$ cat src/hw/rtl/c8ie_pkg.sv
// Shared types, opcode codes and constants for the CHIP-8 instruction executor.
package c8ie_pkg;

   localparam int ADDR_W          = 12;
   localparam int STACK_DEPTH_DEF = 16;
   localparam logic [ADDR_W-1:0] START_ADDRESS_RESET = 12'h200;

   localparam logic CMD_EXEC = 1'b0;
   localparam logic CMD_TICK = 1'b1;

   // Instruction groups (opcode bits 15:12)
   localparam logic [3:0] GRP_SYS     = 4'h0;
   localparam logic [3:0] GRP_JP      = 4'h1;
   localparam logic [3:0] GRP_CALL    = 4'h2;
   localparam logic [3:0] GRP_SE_IMM  = 4'h3;
   localparam logic [3:0] GRP_SNE_IMM = 4'h4;
   localparam logic [3:0] GRP_SE_REG  = 4'h5;
   localparam logic [3:0] GRP_LD_IMM  = 4'h6;
   localparam logic [3:0] GRP_ADD_IMM = 4'h7;
   localparam logic [3:0] GRP_ALU     = 4'h8;
   localparam logic [3:0] GRP_SNE_REG = 4'h9;
   localparam logic [3:0] GRP_LD_I    = 4'hA;
   localparam logic [3:0] GRP_JP_V0   = 4'hB;
   localparam logic [3:0] GRP_RND     = 4'hC;
   localparam logic [3:0] GRP_MISC    = 4'hF;

   localparam logic [15:0] OP_CLS = 16'h00E0;
   localparam logic [15:0] OP_RET = 16'h00EE;

   // ALU group functions (opcode bits 3:0)
   localparam logic [3:0] ALU_LD   = 4'h0;
   localparam logic [3:0] ALU_OR   = 4'h1;
   localparam logic [3:0] ALU_AND  = 4'h2;
   localparam logic [3:0] ALU_XOR  = 4'h3;
   localparam logic [3:0] ALU_ADD  = 4'h4;
   localparam logic [3:0] ALU_SUB  = 4'h5;
   localparam logic [3:0] ALU_SHR  = 4'h6;
   localparam logic [3:0] ALU_SUBN = 4'h7;
   localparam logic [3:0] ALU_SHL  = 4'hE;

   // Misc group functions (opcode bits 7:0)
   localparam logic [7:0] FN_LD_VX_DT = 8'h07;
   localparam logic [7:0] FN_LD_DT    = 8'h15;
   localparam logic [7:0] FN_LD_ST    = 8'h18;
   localparam logic [7:0] FN_ADD_I    = 8'h1E;

   localparam logic [3:0]  REG_V0     = 4'h0;
   localparam logic [3:0]  REG_FLAG   = 4'hF;
   localparam logic [16:0] I_OVF_LIMIT = 17'h00FFF;

   typedef struct packed {
      logic        command;
      logic [15:0] opcode;
      logic [7:0]  random_byte;
      logic [7:0]  vx;
      logic [7:0]  vb;      // VY, or V0 for the indexed jump
   } exec_item_type;

   typedef struct packed {
      logic [ADDR_W-1:0] pc;
      logic [15:0]       index;
      logic [7:0]        delay;
      logic [7:0]        sound;
      logic              stack_full;
      logic              stack_empty;
      logic [ADDR_W-1:0] stack_top;
   } arch_state_type;

   typedef struct packed {
      logic [ADDR_W-1:0] next_pc;
      logic [15:0]       index_next;
      logic [7:0]        delay_next;
      logic [7:0]        sound_next;
      logic              reg_written;
      logic [3:0]        reg_number;
      logic [7:0]        reg_value;
      logic              clear_screen;
      logic              stack_error;
      logic              push;
      logic              pop;
      logic [ADDR_W-1:0] push_addr;
      logic              rf_we;
      logic [3:0]        rf_waddr;
      logic [7:0]        rf_wdata;
      logic              vf_we;
      logic [7:0]        vf_wdata;
   } exec_result_type;

endpackage

$ cat src/hw/rtl/c8ie_exec.sv
// Combinational execute logic: decodes one opcode or timer tick against the current state.
module c8ie_exec (
   input  c8ie_pkg::exec_item_type   item,
   input  c8ie_pkg::arch_state_type  st,
   output c8ie_pkg::exec_result_type res
);

   logic [3:0]  grp;
   logic [3:0]  x;
   logic [3:0]  fn;
   logic [7:0]  nn;
   logic [11:0] nnn;
   logic [11:0] pc_plus2;
   logic [11:0] pc_plus4;
   logic [8:0]  add9;
   logic [16:0] isum;
   logic        vx_we;
   logic [7:0]  vx_val;
   logic        flag_we;
   logic [7:0]  flag_val;
   logic        wr;
   logic [3:0]  wnum;

   assign grp      = item.opcode[15:12];
   assign x        = item.opcode[11:8];
   assign fn       = item.opcode[3:0];
   assign nn       = item.opcode[7:0];
   assign nnn      = item.opcode[11:0];
   assign pc_plus2 = st.pc + 12'd2;
   assign pc_plus4 = st.pc + 12'd4;
   assign add9     = {1'b0, item.vx} + {1'b0, item.vb};
   assign isum     = {1'b0, st.index} + {9'd0, item.vx};

   always_comb begin
      res            = '0;
      res.next_pc    = pc_plus2;
      res.index_next = st.index;
      res.delay_next = st.delay;
      res.sound_next = st.sound;
      res.push_addr  = pc_plus2;
      vx_we          = 1'b0;
      vx_val         = 8'd0;
      flag_we        = 1'b0;
      flag_val       = 8'd0;
      wr             = 1'b0;
      wnum           = x;

      if (item.command == c8ie_pkg::CMD_TICK) begin
         res.next_pc = st.pc;
         if (st.sound != 8'd0) res.sound_next = st.sound - 8'd1;
         if (st.delay != 8'd0) res.delay_next = st.delay - 8'd1;
      end else begin
         case (grp)
            c8ie_pkg::GRP_SYS: begin
               if (item.opcode == c8ie_pkg::OP_CLS) begin
                  res.clear_screen = 1'b1;
               end else if (item.opcode == c8ie_pkg::OP_RET) begin
                  if (st.stack_empty) begin
                     res.stack_error = 1'b1;
                  end else begin
                     res.pop     = 1'b1;
                     res.next_pc = st.stack_top;
                  end
               end
            end
            c8ie_pkg::GRP_JP: res.next_pc = nnn;
            c8ie_pkg::GRP_CALL: begin
               if (st.stack_full) begin
                  res.stack_error = 1'b1;
               end else begin
                  res.push    = 1'b1;
                  res.next_pc = nnn;
               end
            end
            c8ie_pkg::GRP_SE_IMM:  if (item.vx == nn) res.next_pc = pc_plus4;
            c8ie_pkg::GRP_SNE_IMM: if (item.vx != nn) res.next_pc = pc_plus4;
            c8ie_pkg::GRP_SE_REG:  if (item.vx == item.vb) res.next_pc = pc_plus4;
            c8ie_pkg::GRP_SNE_REG: if (item.vx != item.vb) res.next_pc = pc_plus4;
            c8ie_pkg::GRP_LD_IMM: begin
               vx_we  = 1'b1;
               vx_val = nn;
               wr     = 1'b1;
            end
            c8ie_pkg::GRP_ADD_IMM: begin
               vx_we  = 1'b1;
               vx_val = item.vx + nn;
               wr     = 1'b1;
            end
            c8ie_pkg::GRP_ALU: begin
               wr    = 1'b1;
               vx_we = 1'b1;
               case (fn)
                  c8ie_pkg::ALU_LD:  vx_val = item.vb;
                  c8ie_pkg::ALU_OR:  vx_val = item.vx | item.vb;
                  c8ie_pkg::ALU_AND: vx_val = item.vx & item.vb;
                  c8ie_pkg::ALU_XOR: vx_val = item.vx ^ item.vb;
                  c8ie_pkg::ALU_ADD: begin
                     vx_val   = add9[7:0];
                     flag_we  = 1'b1;
                     flag_val = {7'd0, add9[8]};
                  end
                  c8ie_pkg::ALU_SUB: begin
                     vx_val   = item.vx - item.vb;
                     flag_we  = 1'b1;
                     flag_val = {7'd0, item.vx >= item.vb};
                  end
                  c8ie_pkg::ALU_SHR: begin
                     vx_val   = {1'b0, item.vx[7:1]};
                     flag_we  = 1'b1;
                     flag_val = {7'd0, item.vx[0]};
                  end
                  c8ie_pkg::ALU_SUBN: begin
                     vx_val   = item.vb - item.vx;
                     flag_we  = 1'b1;
                     flag_val = {7'd0, item.vb >= item.vx};
                  end
                  c8ie_pkg::ALU_SHL: begin
                     vx_val   = {item.vx[6:0], 1'b0};
                     flag_we  = 1'b1;
                     flag_val = {7'd0, item.vx[7]};
                  end
                  default: begin
                     wr    = 1'b0;
                     vx_we = 1'b0;
                  end
               endcase
            end
            c8ie_pkg::GRP_LD_I:  res.index_next = {4'd0, nnn};
            c8ie_pkg::GRP_JP_V0: res.next_pc = nnn + {4'd0, item.vb};
            c8ie_pkg::GRP_RND: begin
               vx_we  = 1'b1;
               vx_val = item.random_byte & nn;
               wr     = 1'b1;
            end
            c8ie_pkg::GRP_MISC: begin
               case (nn)
                  c8ie_pkg::FN_LD_VX_DT: begin
                     vx_we  = 1'b1;
                     vx_val = st.delay;
                     wr     = 1'b1;
                  end
                  c8ie_pkg::FN_LD_DT: res.delay_next = item.vx;
                  c8ie_pkg::FN_LD_ST: res.sound_next = item.vx;
                  c8ie_pkg::FN_ADD_I: begin
                     res.index_next = isum[15:0];
                     flag_we        = 1'b1;
                     flag_val       = {7'd0, isum > c8ie_pkg::I_OVF_LIMIT};
                     wr             = 1'b1;
                     wnum           = c8ie_pkg::REG_FLAG;
                  end
                  default: ;
               endcase
            end
            default: ;
         endcase
      end

      // VF is held apart from the register file; the flag wins over a VX write to VF
      res.rf_we    = vx_we && (x != c8ie_pkg::REG_FLAG);
      res.rf_waddr = x;
      res.rf_wdata = vx_val;
      res.vf_we    = (vx_we && (x == c8ie_pkg::REG_FLAG)) || flag_we;
      res.vf_wdata = flag_we ? flag_val : vx_val;

      res.reg_written = wr;
      res.reg_number  = wr ? wnum : 4'd0;
      if (!wr)                           res.reg_value = 8'd0;
      else if (wnum == c8ie_pkg::REG_FLAG) res.reg_value = res.vf_wdata;
      else                               res.reg_value = vx_val;
   end

endmodule

$ cat src/hw/rtl/chip8_instruction_executor_core.sv
// Top level of the CHIP-8 instruction executor: state, register file, return stack, handshakes.
//
// Request channel (req_valid/req_ready): one transaction is either an opcode to
// execute (req_command = 0) with the random byte for CXNN, or one 60 Hz timer
// tick (req_command = 1). Response channel (rsp_valid/rsp_ready): exactly one
// transaction per request, in order, carrying next pc, index, the register
// write, clear-screen, sound state and the stack error flag.
// The request is captured in an input register (VX and VY/V0 are read
// from the register file there, forwarded from the executing item), executed
// from there once the response register is free or being taken, and held in
// the response register, which drives rsp_valid. Throughput is one transaction per
// cycle while the receiver does not stall; the state loop closes through the execute logic.
// When the receiver stalls, the response register holds and the input register
// still takes one more request; after that req_ready drops until rsp_ready.
// Reset (synchronous): pc = 0x200, index, V0..VF, stack depth and timers zero.
// A csr write loads the program counter directly; write only while idle.
// Return stack: STACK_DEPTH entries with top and next-to-top kept in registers.
module chip8_instruction_executor_core #(
   parameter int STACK_DEPTH = c8ie_pkg::STACK_DEPTH_DEF
) (
   input  logic        clock,
   input  logic        reset,
   input  logic        csr_write_enable,
   input  logic [11:0] csr_write_data,
   input  logic        req_valid,
   output logic        req_ready,
   input  logic        req_command,
   input  logic [15:0] req_opcode,
   input  logic [7:0]  req_random_byte,
   output logic        rsp_valid,
   input  logic        rsp_ready,
   output logic [11:0] rsp_next_pc,
   output logic [15:0] rsp_index_value,
   output logic        rsp_reg_written,
   output logic [3:0]  rsp_reg_number,
   output logic [7:0]  rsp_reg_value,
   output logic        rsp_clear_screen,
   output logic        rsp_sound_on,
   output logic        rsp_stack_error
);

   localparam int DEPTH_W = $clog2(STACK_DEPTH + 1);
   localparam int IDX_W   = $clog2(STACK_DEPTH);

   // Input stage
   logic                      in_valid_ff;
   c8ie_pkg::exec_item_type   item_ff;
   // Architectural state
   logic [11:0]               pc_ff;
   logic [15:0]               index_ff;
   logic [7:0]                delay_ff;
   logic [7:0]                sound_ff;
   logic [DEPTH_W-1:0]        depth_ff;
   logic [7:0]                vf_ff;
   logic [7:0]                vf_in;
   logic [14:0]               rf_valid_ff;
   logic [7:0]                rf_mem [15];
   logic [11:0]               stack_mem [STACK_DEPTH];
   logic [11:0]               top_ff;
   logic [11:0]               below_ff;
   // Response register
   logic                      rsp_valid_ff;
   c8ie_pkg::exec_result_type rsp_ff;

   c8ie_pkg::arch_state_type  st;
   c8ie_pkg::exec_result_type ex;
   logic                      exec_fire;
   logic                      req_fire;
   logic [3:0]                ra;
   logic [3:0]                rb;
   logic                      fwd_a;
   logic                      fwd_b;
   logic [IDX_W-1:0]          rd_idx;

   assign exec_fire = in_valid_ff && (!rsp_valid_ff || rsp_ready);
   assign req_ready = !in_valid_ff || exec_fire;
   assign req_fire  = req_valid && req_ready;

   assign st.pc          = pc_ff;
   assign st.index       = index_ff;
   assign st.delay       = delay_ff;
   assign st.sound       = sound_ff;
   assign st.stack_full  = depth_ff == DEPTH_W'(STACK_DEPTH);
   assign st.stack_empty = depth_ff == '0;
   assign st.stack_top   = top_ff;

   c8ie_exec u_exec (
      .item (item_ff),
      .st   (st),
      .res  (ex)
   );

   // Register file read addresses; the indexed jump reads V0 on the second port
   assign ra = req_opcode[11:8];
   assign rb = (req_opcode[15:12] == c8ie_pkg::GRP_JP_V0) ? c8ie_pkg::REG_V0 : req_opcode[7:4];

   assign vf_in = (exec_fire && ex.vf_we) ? ex.vf_wdata : vf_ff;
   assign fwd_a = exec_fire && ex.rf_we && (ex.rf_waddr == ra);
   assign fwd_b = exec_fire && ex.rf_we && (ex.rf_waddr == rb);
   assign rd_idx = IDX_W'(depth_ff - DEPTH_W'(3));

   // Control and architectural state
   always_ff @(posedge clock) begin
      if (reset) begin
         in_valid_ff  <= 1'b0;
         rsp_valid_ff <= 1'b0;
         pc_ff        <= c8ie_pkg::START_ADDRESS_RESET;
         index_ff     <= '0;
         delay_ff     <= '0;
         sound_ff     <= '0;
         depth_ff     <= '0;
         vf_ff        <= '0;
         rf_valid_ff  <= '0;
      end else begin
         if (req_ready) in_valid_ff <= req_valid;
         if (exec_fire) begin
            rsp_valid_ff <= 1'b1;
         end else if (rsp_ready) begin
            rsp_valid_ff <= 1'b0;
         end
         if (csr_write_enable) begin
            pc_ff <= csr_write_data;
         end else if (exec_fire) begin
            pc_ff <= ex.next_pc;
         end
         if (exec_fire) begin
            index_ff <= ex.index_next;
            delay_ff <= ex.delay_next;
            sound_ff <= ex.sound_next;
            vf_ff    <= vf_in;
            if (ex.push) depth_ff <= depth_ff + DEPTH_W'(1);
            if (ex.pop)  depth_ff <= depth_ff - DEPTH_W'(1);
            if (ex.rf_we) rf_valid_ff[ex.rf_waddr] <= 1'b1;
         end
      end
   end

   // Input register, with operand read and forwarding from the executing item
   always_ff @(posedge clock) begin
      if (req_fire) begin
         item_ff.command     <= req_command;
         item_ff.opcode      <= req_opcode;
         item_ff.random_byte <= req_random_byte;
         if (ra == c8ie_pkg::REG_FLAG)  item_ff.vx <= vf_in;
         else if (fwd_a)                item_ff.vx <= ex.rf_wdata;
         else if (rf_valid_ff[ra])      item_ff.vx <= rf_mem[ra];
         else                           item_ff.vx <= 8'd0;
         if (rb == c8ie_pkg::REG_FLAG)  item_ff.vb <= vf_in;
         else if (fwd_b)                item_ff.vb <= ex.rf_wdata;
         else if (rf_valid_ff[rb])      item_ff.vb <= rf_mem[rb];
         else                           item_ff.vb <= 8'd0;
      end
   end

   // V0..VE storage
   always_ff @(posedge clock) begin
      if (exec_fire && ex.rf_we) rf_mem[ex.rf_waddr] <= ex.rf_wdata;
   end

   // Return stack: top and next-to-top mirrored in registers so a pop takes its new top from a register
   always_ff @(posedge clock) begin
      if (exec_fire && ex.push) begin
         stack_mem[depth_ff[IDX_W-1:0]] <= ex.push_addr;
         top_ff   <= ex.push_addr;
         below_ff <= top_ff;
      end else if (exec_fire && ex.pop) begin
         top_ff <= below_ff;
         if (depth_ff >= DEPTH_W'(3)) below_ff <= stack_mem[rd_idx];
      end
   end

   // Response register
   always_ff @(posedge clock) begin
      if (exec_fire) rsp_ff <= ex;
   end

   assign rsp_valid        = rsp_valid_ff;
   assign rsp_next_pc      = rsp_ff.next_pc;
   assign rsp_index_value  = rsp_ff.index_next;
   assign rsp_reg_written  = rsp_ff.reg_written;
   assign rsp_reg_number   = rsp_ff.reg_number;
   assign rsp_reg_value    = rsp_ff.reg_value;
   assign rsp_clear_screen = rsp_ff.clear_screen;
   assign rsp_sound_on     = rsp_ff.sound_next != 8'd0;
   assign rsp_stack_error  = rsp_ff.stack_error;

endmodule
$ cat config.mk
export PLATFORM = sky130hd
export DESIGN_NAME = chip8_instruction_executor_core
export DESIGN_NICKNAME = d
export VERILOG_FILES = /design/src/hw/rtl/c8ie_pkg.sv /design/src/hw/rtl/c8ie_exec.sv /design/src/hw/rtl/chip8_instruction_executor_core.sv
export SDC_FILE = /design/constraint.sdc
export NUM_CORES = 1
export LEC_CHECK = 0
export CAP_MARGIN = 10
export CORE_ASPECT_RATIO = 0.9
export CORE_MARGIN = 2
export CORE_UTILIZATION = 25
export CTS_CLUSTER_SIZE = 40
export DETAILED_ROUTE_END_ITERATION = 16
export DONT_BUFFER_PORTS = 1
export GPL_TIMING_DRIVEN = 0
export PLACE_DENSITY = 0.34
export SLEW_MARGIN = 25
export SYNTH_ARGS = -nofsm -noshare
export SYNTH_HDL_FRONTEND = slang
export SYNTH_SLANG_ARGS = --single-unit
$ cat constraint.sdc
create_clock -name clock -period 4.05 [get_ports clock]
set_input_delay 0.405 -clock clock [delete_from_list [all_inputs] [get_ports clock]]
set_output_delay 0.405 -clock clock [all_outputs]
set_load 0.02 [all_outputs]
# --- Word level (Yosys, flattened, before mapping) ---
# Memories as Yosys holds them, arrays and structs flattened.
# Cells that the tools add are included.
totals:
  register_bits: 190
  ramBits: 312
  inputBits: 42
  output_inout_bits: 46
  n_memories: 2
memory_table:
  columns: ["name", "depth", "width", "read_ports", "rd_ports_with_merged_regs", "write_ports", "line_no", "rtl"]
  rows:
  - ["stack_mem", 16, 12, 1, 0, 1, "chip8_instruction_executor_core.sv:58", "logic [11:0] stack_mem [STACK_DEPTH];"]
  - ["rf_mem", 15, 8, 2, 0, 1, "chip8_instruction_executor_core.sv:57", "logic [7:0] rf_mem [15];"]
classes:
  addsub: 13
  n_lt_le_gt_ge: 8
  eq_ne: 41
  muxes: 85
  bitwise: 6
  n_reduce_logical: 38
ops:
  columns: ["operator", "n"]
  rows:
  - ["2-to-1 mux 12 bit", 16]
  - ["2-to-1 mux 8 bit", 16]
  - ["one-hot mux 12 bit (8 select lines)", 1]
  - ["one-hot mux 8 bit (9 select lines)", 1]
  - ["2-to-1 mux 16 bit", 4]
  - ["== test 4 bit (second input constant)", 12]
  - ["one-hot mux 8 bit (5 select lines)", 1]
  - ["== test 16 x 8 -> 1 bit (second input constant)", 2]
  - ["== test 4 x 3 -> 1 bit (second input constant)", 8]
  - ["one-hot mux 16 bit (2 select lines)", 1]
  - ["2-to-1 mux 1 bit", 29]
  - ["== test 8 x 5 -> 1 bit (second input constant)", 3]
  - ["nonzero test 8 bit", 3]
  - ["adder 16 x 8 -> 17 bit", 1]
  - ["> comparator 17 x 12 -> 1 bit (second input constant)", 1]
  - ["bitwise AND 8 bit", 2]
  - ["== test 4 x 2 -> 1 bit (second input constant)", 4]
  - ["== test 8 bit", 2]
  - ["greater-or-equal comparator 8 bit", 2]
  - ["2-to-1 mux 4 bit", 4]
  - ["inequality test 8 bit", 2]
  - ["one-hot mux 8 bit (2 select lines)", 1]
  - ["subtractor 8 x 1 -> 8 bit (second input constant)", 2]
  - ["subtractor 8 bit", 2]
  - ["other kinds (40)", 71]

# --- Logic depth before layout (Yosys ltp) ---
# Gate-level depths: netlist (run 1).
depth:
  word_depth: 10
  ltp_mapped: 15
  mapped_depth_nobuf: 13

# --- Hierarchy ---
# Synthesis (run 1) repeated with hierarchy kept, for this count alone.
unflattened:
  hier_cells: 2215
  hier_area_um2: 26835.7
modules_own_cells:
  columns: ["module", "n_inst", "cells_each", "area_per_inst_um2", "seq_area_each_um2"]
  rows:
  - ["chip8_instruction_executor_core", 1, 1321, 20845.0, 14333.7]
  - ["c8ie_exec", 1, 894, 5990.7, 0.0]

# --- Worst setup path before layout (run 1) ---
# Ideal clock, no wire load.
synth_timing:
  kind: "reg-to-reg"
  startpoint: "reg depth_ff[0]"
  endpoint: "mem stack_mem[2][0], enable pin"
  setup_ns: 0.396
  arrival_ns: 3.211
  t_required_ns: 3.654
  setup_slack_ns: 0.442
  stages_incl_launch_ff: 12
  n_path_buf: 4
  period_less_slack_ns: 3.608
  path_cell_list: "dfxtp_1 clkbuf_1 buf_2 inv_1 ha_1 nand4bb_1 and3_1 and3_1 clkbuf_1 buf_1 nand2_1 nor3_1"
synth_via:
  elab_chain_cells: 7
synth_rtl:
  columns: ["element", "line_no", "rtl"]
  rows:
  - ["start: declaration", "chip8_instruction_executor_core.sv:53", "logic [DEPTH_W-1:0] depth_ff;"]
  - ["start signal: assignment", "chip8_instruction_executor_core.sv:131", "if (ex.push) depth_ff <= depth_ff + DEPTH_W'(1);"]
  - ["start signal: assignment", "chip8_instruction_executor_core.sv:132", "if (ex.pop) depth_ff <= depth_ff - DEPTH_W'(1);"]
  - ["== test 5 bit", "chip8_instruction_executor_core.sv:83", "assign st.stack_full = depth_ff == DEPTH_W'(STACK_DEPTH);"]
  - ["2-to-1 mux 1 bit", "c8ie_exec.sv:68", "if (st.stack_full) begin"]
  - ["2-to-1 mux 1 bit", "c8ie_exec.sv:53", "case (grp)"]
  - ["2-to-1 mux 2 bit", "c8ie_exec.sv:48", "if (item.command == c8ie_pkg::CMD_TICK) begin"]
  - ["logical AND 1 bit", "chip8_instruction_executor_core.sv:162", "if (exec_fire && ex.push) begin"]
  - ["2-to-1 mux 1 bit", "chip8_instruction_executor_core.sv:162", null]
  - ["2-to-1 mux 1 bit (implied by the code)", "chip8_instruction_executor_core.sv:163", "stack_mem[depth_ff[IDX_W-1:0]] <= ex.push_addr;"]
  - ["end: declaration", "chip8_instruction_executor_core.sv:58", null]
# Parallel ways exist; a longest one is shown, timed or not.

==> metrics.yaml, run 1 <==
routed-via-count: 19200
hpwlAfterDp_mm: 71.9
clk_pin_slew_ns: 0.07
antenna_found_initial: 6
ir_worst_vdd_mv: 0.307
cts-htree-levels: 3
ios: 88
pwr-share-clk_pct: 43.4
syn-cell-area_um2: 26300
p_per_area_nw_per_um2: 411
syn_to_final_growth_pct: 19.7
drv_slew: 0
wire_per_inst_um: 27.2
criticalPathCategory: "reg2reg"
finalHoldViolCount: 0
numClockSinks: 502
start_util_pct: 25.3
drt_iter0_drc: 1740
final_antenna_net_count: 0
first_global_vias: 19000
grt_max_degree: 42
hold_class: "in2reg"
cts_tree: "yes"
cp.required_ns: 4.41
worstMarginPinSlew_ns: 1.09
cts_buffers: 66
cp_max_fo: 16
synth-seq-cells: 502
coreArea_um2: 104000
synth_area_leader_cell: "edfxtp_1"
p_leak_nw: 10.7
dieArea_um2: 108000
startpoint_type: "flop"
drc: 0
multi_input_area_um2: 11200
yosysWarningCount: 0
synth_fp_nets: 2257
yosysMostFrequentCell: "edfxtp_1"
rsz0062_at_grt: "yes"
slew_headroom_pct: 26.9
ys_types: 90
synth_top_area_share_pct: 48.9
die_x_um: 346
yosysSeqAreaShare_pct: 54.6
async_reset_ff_share_pct: 0
clk_latency_ns: 0.66
max_freq_mhz: 254
numPortBuffers: 0
grt_pass1_wl_mm: 144
endpoint_kind: "flop"
swShare_pct: 27.5
intPower_mw: 9.37
p_seq_share_pct: 44.9
status: "complete, no violations"
wl_mm: 102
period_minus_slack_ns: 3.93
yosys-top-cells-count: "428 x edfxtp_1, 195 x nor2_1, 157 x nand2_1"
skew_ns: 0.0500
cp_data_arrival_time_ns: 4.29
synth_edf_count: 428
grt.overflow.total: 0
netlist_instances: 2141
pwr-share-comb_pct: 11.6
final_core_utilization_pct: 30.3
clk_path_buf_depth: 3
grt_use_total_pct: 18.5
drive_above_1_share_pct: 19.1
first_pass_iters: 5
avgViaCountPerCell: 5.15
finalNetCount: 2424
yosys-top-cells-area: "edfxtp_1 49%, mux4_2 8.2%, dfxtp_1 5.6%, ha_1 3.2%, nor2_1 2.8%"
n_fill_cell: 10600
seqCellArea_um2: 14300
setup_viol: 0
synth_ff_type: "edfxtp_1"
avgSynthCellArea_um2: 12.3
die_h_um: 311
root_buffer: "clkbuf_16"
fp-row-count: 112
gp_congestion: 0.867
p_sw_mw: 3.56
post-route-period-util_pct: 97.1
max-cap-violations: 0
fin_tns_setup_ns: 0
critical path: stages, from the launching register on:
cell	delay (ns)
edfxtp_1	0.52
inv_1	0.19
ha_1	0.42
clkbuf_2	0.26
o21bai_1	0.13
a21oi_2	0.32
nor2_1	0.09
a2111oi_2	0.54
o211ai_1	0.26
nand2_1	0.22
inv_1	0.32
a221o_1	0.40
final cells by class:
class,count,area share [%]
Clock inverter,37,1.05
Timing Repair Buffer,99,3.12
Inverter,79,0.983
Buffer,165,2.69
Clock buffer,82,5.51
Sequential cell,502,45.6
Tap cell,1368,5.44
Multi-Input combinational cell,1395,35.6
Antenna cell,3,0.0239
power groups by stage:
stage	clock network [mW]	logic (mW)	registers [mW]
after floorplan	0	0.904	5.87
after global placement	0	1.37	5.95
after detailed placement	0	1.39	5.94
after CTS	5.79	1.48	5.82
after global routing	5.99	1.62	5.82
final	5.62	1.51	5.81
worst paths after layout:
kind	start	to	cells after the start	slack, ns
setup / recovery	item_ff[10]$_DFFE_PP_	item_ff[4]$_DFFE_PP_	11	0.12
hold / removal	csr_write_data[9]	pc_ff[9]$_SDFFE_PP1P_	3	0.05
setup reg to reg	item_ff[10]$_DFFE_PP_	item_ff[4]$_DFFE_PP_	11	0.12
hold reg to reg	sound_ff[0]$_SDFFE_PP0P_	sound_ff[0]$_SDFFE_PP0P_	2	0.47
layer usage:
layer  up-vias  GRT usage (%)  part of all wire (%)  routed length, um
met5         -              0                 0.035                 36
met4         6           5.60                   3.0               3020
met3       147           2.85                   4.8               4840
met2       544           29.8                    46              47200
met1      9940           25.7                    46              46500
li1       8578              -                     -                  -
repair_timing:
action                                  4_1_cts  5_1_grt
pin swaps                                    14        3
hold endpoints to repair                     37        0
endpoints found under the setup margin      378      298
hold buffers                                 37        0
resized for setup                            40       17
setup buffers                                33       15
cells in the final DEF (no fill, tap or decap), drive strengths merged, types with 60 or more instances in the layout:
cell / netlist / final
a21oi: 91 / 91
buf: 79 / 134
clkbuf: 86 / 174
dfxtp: 74 / 74
edfxtp: 428 / 428
ha: 67 / 67
inv: 78 / 77
mux4: 96 / 96
nand2: 157 / 157
nor2: 195 / 195
nor3: 60 / 60
o21ai: 105 / 105
cells by family (layout without fill, tap and decap cells):
family	Yosys count	count (layout)	share of synthesized area [%]
buf+inv	244	462	4.22
fa+ha+maj	74	74	3.73
mux	175	175	11.4
other cells	0	3	0
simple gates	588	588	10.8
compound gates	501	501	13.4
flops	502	502	54.6
xor+xnor	57	57	1.90
per-stage QoR:
stage / setup WS, ns / hold slack [ns] / cell area (um^2) / power (mW) / std cells
after floorplan: 0.442 / 0.449 / 26300 / 6.77 / 2141
after global placement: -1.44 / 0.465 / 28000 / 7.32 / 3509
after detailed placement: -0.758 / 0.466 / 28300 / 7.33 / 3523
after CTS: 0.00379 / 0.0139 / 31300 / 13.1 / 3712
after global routing: -0.0765 / 0.0736 / 31400 / 13.4 / 3727
final: 0.119 / 0.0533 / 31400 / 12.9 / 3730
sequential cells by signal, summed over array words and instances (netlist names), 5 cells and up:
register         flops
rf_valid_ff         15
rsp_next_pc         12
top_ff              12
sound_ff             8
rsp_ff               8
rsp_index_value     16
rsp_reg_value        8
below_ff            12
stack_mem          192
index_ff            16
depth_ff             5
pc_ff               12
vf_ff                8
item_ff             41
rf_mem             120
delay_ff             8
(Power assumes the default switching activity.)
==> inputs of run 2 (changes only) <==
- REMOVE_ABC_BUFFERS: not set -> 1
==> run 2 against run 1 <==
Cell area fell by 1.8%. Clock skew up 0.00068 ns. Register-to-register slack is essentially flat. Clock power rose by 2%. Die area unchanged. Fmax is 0.12% lower. Critical path depth down 1. Non-clock buffer count down 160. Setup slack got worse by 0.0047 ns. Count of clock-buffer cells in the layout decreased by 14. Worst hold slack better by 0.014 ns.
==> metrics.yaml, run 2 (synthesis results as in run 1) <==
die_x_um: 346  # unchanged
syn_to_final_growth_pct: 17.6
p_per_area_nw_per_um2: 419  # +1.8%
endpoint_kind: "flop"
slew_headroom_pct: 28.3  # +1.3 points
hpwlAfterDp_mm: 64.0  # -11%
swShare_pct: 25.7  # -1.8 points
first_global_vias: 18500  # -3.0%
first_pass_iters: 5  # unchanged
pwr-share-clk_pct: 44.6  # +1.2 points
grt.overflow.total: 0  # unchanged
largest_reg_flops: 192  # unchanged
final_antenna_net_count: 0  # unchanged
die_h_um: 311  # unchanged
cp_max_fo: 15  # -1
drt_iter0_drc: 1456  # -16%
ios: 88  # unchanged
criticalPathCategory: "reg2reg"
pwr-share-comb_pct: 9.9  # -1.7 points
cp_data_arrival_time_ns: 4.33  # +0.04 ns
p_leak_nw: 10.4  # -2.8%
setup_viol: 0  # unchanged
max_stage_delay_ns: 0.53  # about the same
coreArea_um2: 104000  # unchanged
finalNetCount: 2258  # -6.8%
grt_use_total_pct: 17.3  # -1.2 points
drc: 0  # unchanged
slowest_stage: "edfxtp_1"
routed-via-count: 18300  # -4.6%
p_seq_share_pct: 45.5  # +0.6 points
path_delay_family: "compound AO/OA/AOI/OAI gates"
layout_common_cells: "428 x edfxtp_1, 170 x nor2_1, 156 x nand2_1"
grt_pass1_wl_mm: 136  # -5.5%
crit_buf_inv: 3  # unchanged
intPower_mw: 9.60  # +2.4%
cp.required_ns: 4.45  # +0.04 ns
antenna_found_initial: 6  # unchanged
status: "complete, no violations"
period_minus_slack_ns: 3.94  # +0.00473 ns
numPortBuffers: 0  # unchanged
drv_slew: 0  # unchanged
startpoint_type: "flop"
root_buffer: "clkbuf_16"
rsz0062_at_grt: "no"
finalHoldViolCount: 0  # unchanged
avgViaCountPerCell: 5.15  # about the same
clk_latency_ns: 0.68  # +0.02 ns
cp_cell_sequence: "inv_1 -> ha_1 -> and3_1 -> a221o_1 -> o41ai_1 -> o221a_2 -> o221ai_1 -> a31oi_4 -> clkinvlp_4 -> buf_4"
drive_above_1_share_pct: 18.0  # -1.1 points
start_util_pct: 25.3  # unchanged
fp-row-count: 112  # unchanged
hold_class: "in2reg"
n_fill_cell: 10400  # -1.3%
clk_path_buf_depth: 3  # unchanged
wl_mm: 95.0  # -6.4%
numClockSinks: 502  # unchanged
cts-htree-levels: 2  # -1
wire_per_inst_um: 26.7  # -2.0%
p_sw_mw: 3.33  # -6.6%
post-route-period-util_pct: 97.2  # +0.12 points
gp_congestion: 0.848  # -2.2%
clk_pin_slew_ns: 0.06  # about the same
cts_tree: "yes"
fin_tns_setup_ns: 0  # unchanged
final_core_utilization_pct: 29.7  # -0.54 points
max-cap-violations: 0  # unchanged
max_freq_mhz: 254  # -0.12%
grt_max_degree: 66  # +57%
skew_ns: 0.0507  # +0.000681 ns
ir_worst_vdd_mv: 0.347  # +13%
final_common_cell: "edfxtp_1"
worstMarginPinSlew_ns: 1.07  # -0.0200 ns
dieArea_um2: 108000  # unchanged
cts_buffers: 60  # -9.1%
==> run 2: cell types whose count changed in the layout (fill, tap and decap cells not counted), moves of 8 or more <==
cell | previous run | this run
buf_1 | 9 | 0
buf_8 | 0 | 11
buf_2 | 20 | 0
clkbuf_1 | 90 | 6
nor2_2 | 9 | 17
clkbuf_2 | 15 | 0
buf_4 | 90 | 31
bufinv_16 | 1 | 10
==> run 2: repair_timing <==
item | CTS | global route
endpoints found under the hold margin | 95 | 0
setup buffers | 12 | 7
cloned | 0 | 0
pin swaps | 2 | 3
endpoints found under the setup margin | 203 | 56
hold buffers | 42 | 0
resized for setup | 11 | 18
==> run 2: cell type report <==
| cell class | instances | area [um^2] | share of cell area (%) |
|---|---|---|---|
| inverter | 79 | 309 | 1.00 |
| tap | 1368 | 1710 | 5.54 |
| timing repair buffer | 104 | 1180 | 3.81 |
| sequential | 502 | 14300 | 46.4 |
| multi-input combinational | 1395 | 11200 | 36.4 |
| clock buffer | 68 | 1550 | 5.02 |
| antenna | 1 | 2.50 | 0.00810 |
| clock inverter | 46 | 552 | 1.79 |
==> run 2: path summary, 6_finish.rpt <==
kind	cells past startpoint	from	slack [ns]	end
max	10	item_ff[12]$_DFFE_PP_	0.11	rf_mem[0][7]$_DFFE_PP_
min	2	reset	0.07	pc_ff[1]$_SDFFE_PP0P_
max reg2reg	10	item_ff[12]$_DFFE_PP_	0.11	rf_mem[0][7]$_DFFE_PP_
min reg2reg	2	sound_ff[0]$_SDFFE_PP0P_	0.48	sound_ff[0]$_SDFFE_PP0P_
==> run 2: metal layers <==
layer | vias up | track usage, % | part of all wire [%]
li1 | 8244 | - | -
met4 | 4 | 4.51 | 2.3
met3 | 113 | 2.94 | 5.1
met2 | 483 | 26.4 | 44
met1 | 9496 | 25.3 | 49
met5 | - | 0 | 0.029
==> run 2: power by group through the flow <==
stage / combinational, mW / sequential [mW] / clock (mW)
2_1_floorplan: 0.751 / 5.93 / 0
3_3_place_gp: 1.07 / 6.05 / 0
3_5_place_dp: 1.13 / 6.02 / 0
4_1_cts: 1.25 / 5.89 / 5.93
5_1_grt: 1.40 / 5.89 / 6.11
6_report: 1.28 / 5.88 / 5.76
==> run 2: stage by stage <==
stage	hold slack (ns)	power [mW]	std cells	instance area (um^2)	setup slack, ns
after floorplan	0.443	6.68	1976	25400	-1.64
after global placement	0.462	7.12	3344	27200	-5.06
after detailed placement	0.471	7.16	3385	28000	-0.833
after CTS	0.0126	13.1	3553	30700	0.0108
after global routing	0.0472	13.4	3562	30900	0.00244
final	0.0678	12.9	3563	30900	0.115
==> inputs of run 3 (changes only) <==
- SYNTH_HIERARCHICAL: not set -> 1
==> run 3 against run 2 <==
Sequential share of layout area shrank 0.84 points. Sequential power fell by 1%. Combinational power fell by 19%. Critical path type unchanged.
==> metrics.yaml, run 3 <==
finalPower_mw: 12.6  # -2.8%
fp-row-count: 114  # +1.8%
slew_headroom_pct: 30.1  # +1.8 points
dieArea_um2: 110000  # +2.2%
start_util_pct: 25.1  # -0.20 points
endpoint_kind: "flop"
yosysMostFrequentCell: "edfxtp_1"
synth_simple_gate_area_share_pct: 11.8  # +0.99 points
hold_class: "in2reg"
numPortBuffers: 0  # unchanged
dp_cells: 3476  # +2.7%
synth_top_area_share_pct: 47.9  # -1.1 points
syn-cell-area_um2: 26800  # +2.2%
final_cell_count_no_fill: 3664  # +2.8%
p_leak_nw: 10.6  # +1.6%
criticalPathCategory: "reg2reg"
ios: 88  # unchanged
ir_worst_vdd_mv: 0.328  # -5.5%
routed-via-count: 18300  # +0.049%
grt_use_total_pct: 16.0  # -1.3 points
wl_mm: 89.1  # -6.2%
synth_top_family_by_area: "multiplexers"
numClockSinks: 502  # unchanged
die_h_um: 315  # +1.1%
async_reset_ff_share_pct: 0  # unchanged
clk_path_buf_depth: 3  # unchanged
period_minus_slack_ns: 3.88  # -0.0565 ns
finalNetCount: 2337  # +3.5%
clk_pin_slew_ns: 0.06  # about the same
largest_reg_flops: 192  # unchanged
yosys-top-cells-area: "edfxtp_1 48%, mux4_2 6.1%, dfxtp_1 5.5%, nand2_1 3.4%, ha_1 3.2%"
status: "complete, no violations"
ys_types: 103  # +14%
drive_above_1_share_pct: 17.5  # -0.48 points
synth_xor_area_share_pct: 2.28  # +0.38 points
yosys-top-cells-count: "428 x edfxtp_1, 246 x nand2_1, 184 x nor2_1"
hpwlAfterDp_mm: 59.7  # -6.7%
hold_ws_ns: 0.126  # +0.0585 ns
first_pass_iters: 8  # +3
post-route-period-util_pct: 95.8  # -1.4 points
max-cap-violations: 0  # unchanged
grt_max_degree: 75  # +14%
die_x_um: 349  # +1.1%
coreArea_um2: 107000  # +3.0%
synthAdderAreaFrac_pct: 3.69  # -0.034 points
root_buffer: "clkbuf_16"
cp.required_ns: 4.41  # -0.04 ns
p_per_area_nw_per_um2: 399  # -4.6%
grt_pass1_wl_mm: 130  # -4.6%
drt_iter0_drc: 1354  # -7.0%
synth_compound_area_share_pct: 11.7  # -1.7 points
yosysSeqAreaShare_pct: 53.4  # -1.2 points
finalHoldViolCount: 0  # unchanged
avgSynthCellArea_um2: 12.1  # -1.2%
cp_max_fo: 14  # -1
drv_slew: 0  # unchanged
layout_common_cells: "428 x edfxtp_1, 244 x nand2_1, 171 x nor2_1"
grt.overflow.total: 0  # unchanged
syn_to_final_growth_pct: 17.2
startpoint_type: "flop"
final_antenna_net_count: 0  # unchanged
rsz0062_at_grt: "no"
cts_buffers: 59  # -1.7%
antenna_found_initial: 3  # -3
avgViaCountPerCell: 5.01  # -2.7%
fin_tns_setup_ns: 0  # unchanged
cp_data_arrival_time_ns: 4.24  # -0.09 ns
drc: 0  # unchanged
cts-htree-levels: 2  # unchanged
final_common_cell: "edfxtp_1"
synth-seq-cells: 502  # unchanged
synth_edf_count: 428  # unchanged
worstMarginPinSlew_ns: 1.05  # -0.0283 ns
final_core_utilization_pct: 29.4  # -0.34 points
yosysWarningCount: 6  # +6
clk_latency_ns: 0.70  # +0.02 ns
max_freq_mhz: 258  # +1.5%
wire_per_inst_um: 24.3  # -8.8%
gp_congestion: 0.887  # +4.6%
netlist_instances: 2215  # +3.5%
synthMuxAreaShare_pct: 12.6  # +1.2 points
synth_area_leader_cell: "edfxtp_1"
skew_ns: 0.0843  # +0.0336 ns
first_global_vias: 18300  # -0.94%
setup_viol: 0  # unchanged
cts_tree: "yes"
synth_ff_type: "edfxtp_1"
n_fill_cell: 10900  # +4.2%
## run 3: changes by cell type after synthesis, sizes merged, moves of 16 or more
cell | before | now
mux2i | 48 | 76
a211oi | 30 | 14
a21oi | 91 | 150
and2 | 7 | 27
buf | 79 | 100
nor3 | 60 | 41
nand2 | 157 | 247
o21ai | 105 | 88
inv | 78 | 51
## run 3: through the flow
stage | area (um^2) | setup slack, ns
finish | 31400 | 0.171
global route | 31400 | 0.000113
CTS | 31200 | -0.00725
detailed placement | 28400 | -0.845
global placement | 27600 | -4.25
floorplan | 25800 | -1.28
## run 3: path summary, 6_finish.rpt
check,cells after the start,endpoint,slack (ns),from
hold reg to reg,2,index_ff[7]$_SDFFE_PP0N_,0.48,index_ff[7]$_SDFFE_PP0N_
setup / recovery,12,item_ff[6]$_DFFE_PP_,0.17,item_ff[13]$_DFFE_PP_
setup reg to reg,12,item_ff[6]$_DFFE_PP_,0.17,item_ff[13]$_DFFE_PP_
hold / removal,2,index_ff[11]$_SDFFE_PP0N_,0.13,reset
## run 3: logic make-up after synthesis
| kind of cell | Yosys count |
|---|---|
| flops | 502 |
| compound gates | 468 |
| xor+xnor | 69 |
| buf+inv | 227 |
| fa+ha+maj | 75 |
| simple gates | 670 |
| mux | 204 |
## run 3: what timing repair did
action | 4_1_cts | 5_1_grt
hold buffers | 42 | 0
setup endpoints to repair | 475 | 160
hold endpoints to repair | 99 | 0
setup buffers | 15 | 18
resized for setup | 42 | 16
pin swaps | 3 | 2
## run 3: critical path, stage by stage, from the launching register on
cell and delay (ns):
edfxtp_1 0.48, inv_1 0.24, ha_4 0.44, nor2_1 0.07, a32oi_1 0.20, o32ai_1 0.11
a2111oi_0 0.60, nand4_1 0.27, a21oi_2 0.39, nor2_1 0.10, mux2i_1 0.27, nor2_1 0.10
a221o_1 0.29
## run 3: area by class of cell
| cell class | instances | area (um^2) | area share [%] |
|---|---|---|---|
| diodes | 1 | 2.50 | 0.00796 |
| multi-input cells | 1486 | 11700 | 37.3 |
| clock buffers | 70 | 1560 | 4.95 |
| clock inverters | 42 | 543 | 1.73 |
| well taps | 1392 | 1740 | 5.54 |
| inverters | 51 | 208 | 0.661 |
| flip-flops and latches | 502 | 14300 | 45.6 |
| repair buffers | 120 | 1330 | 4.23 |
## run 3: where the power goes
group / switching, mW / internal (mW)
Combinational: 0.640 / 0.401
Sequential: 0.132 / 5.67
Clock: 2.32 / 3.40
## run 3: routing by layer
| metal | vias up | GRT usage, % | share of wire, % |
|---|---|---|---|
| met5 | - | 0 | 0.036 |
| met3 | 94 | 2.91 | 5.3 |
| met4 | 4 | 4.00 | 2.2 |
| li1 | 8398 | - | - |
| met2 | 494 | 24.0 | 43 |
| met1 | 9359 | 23.6 | 49 |
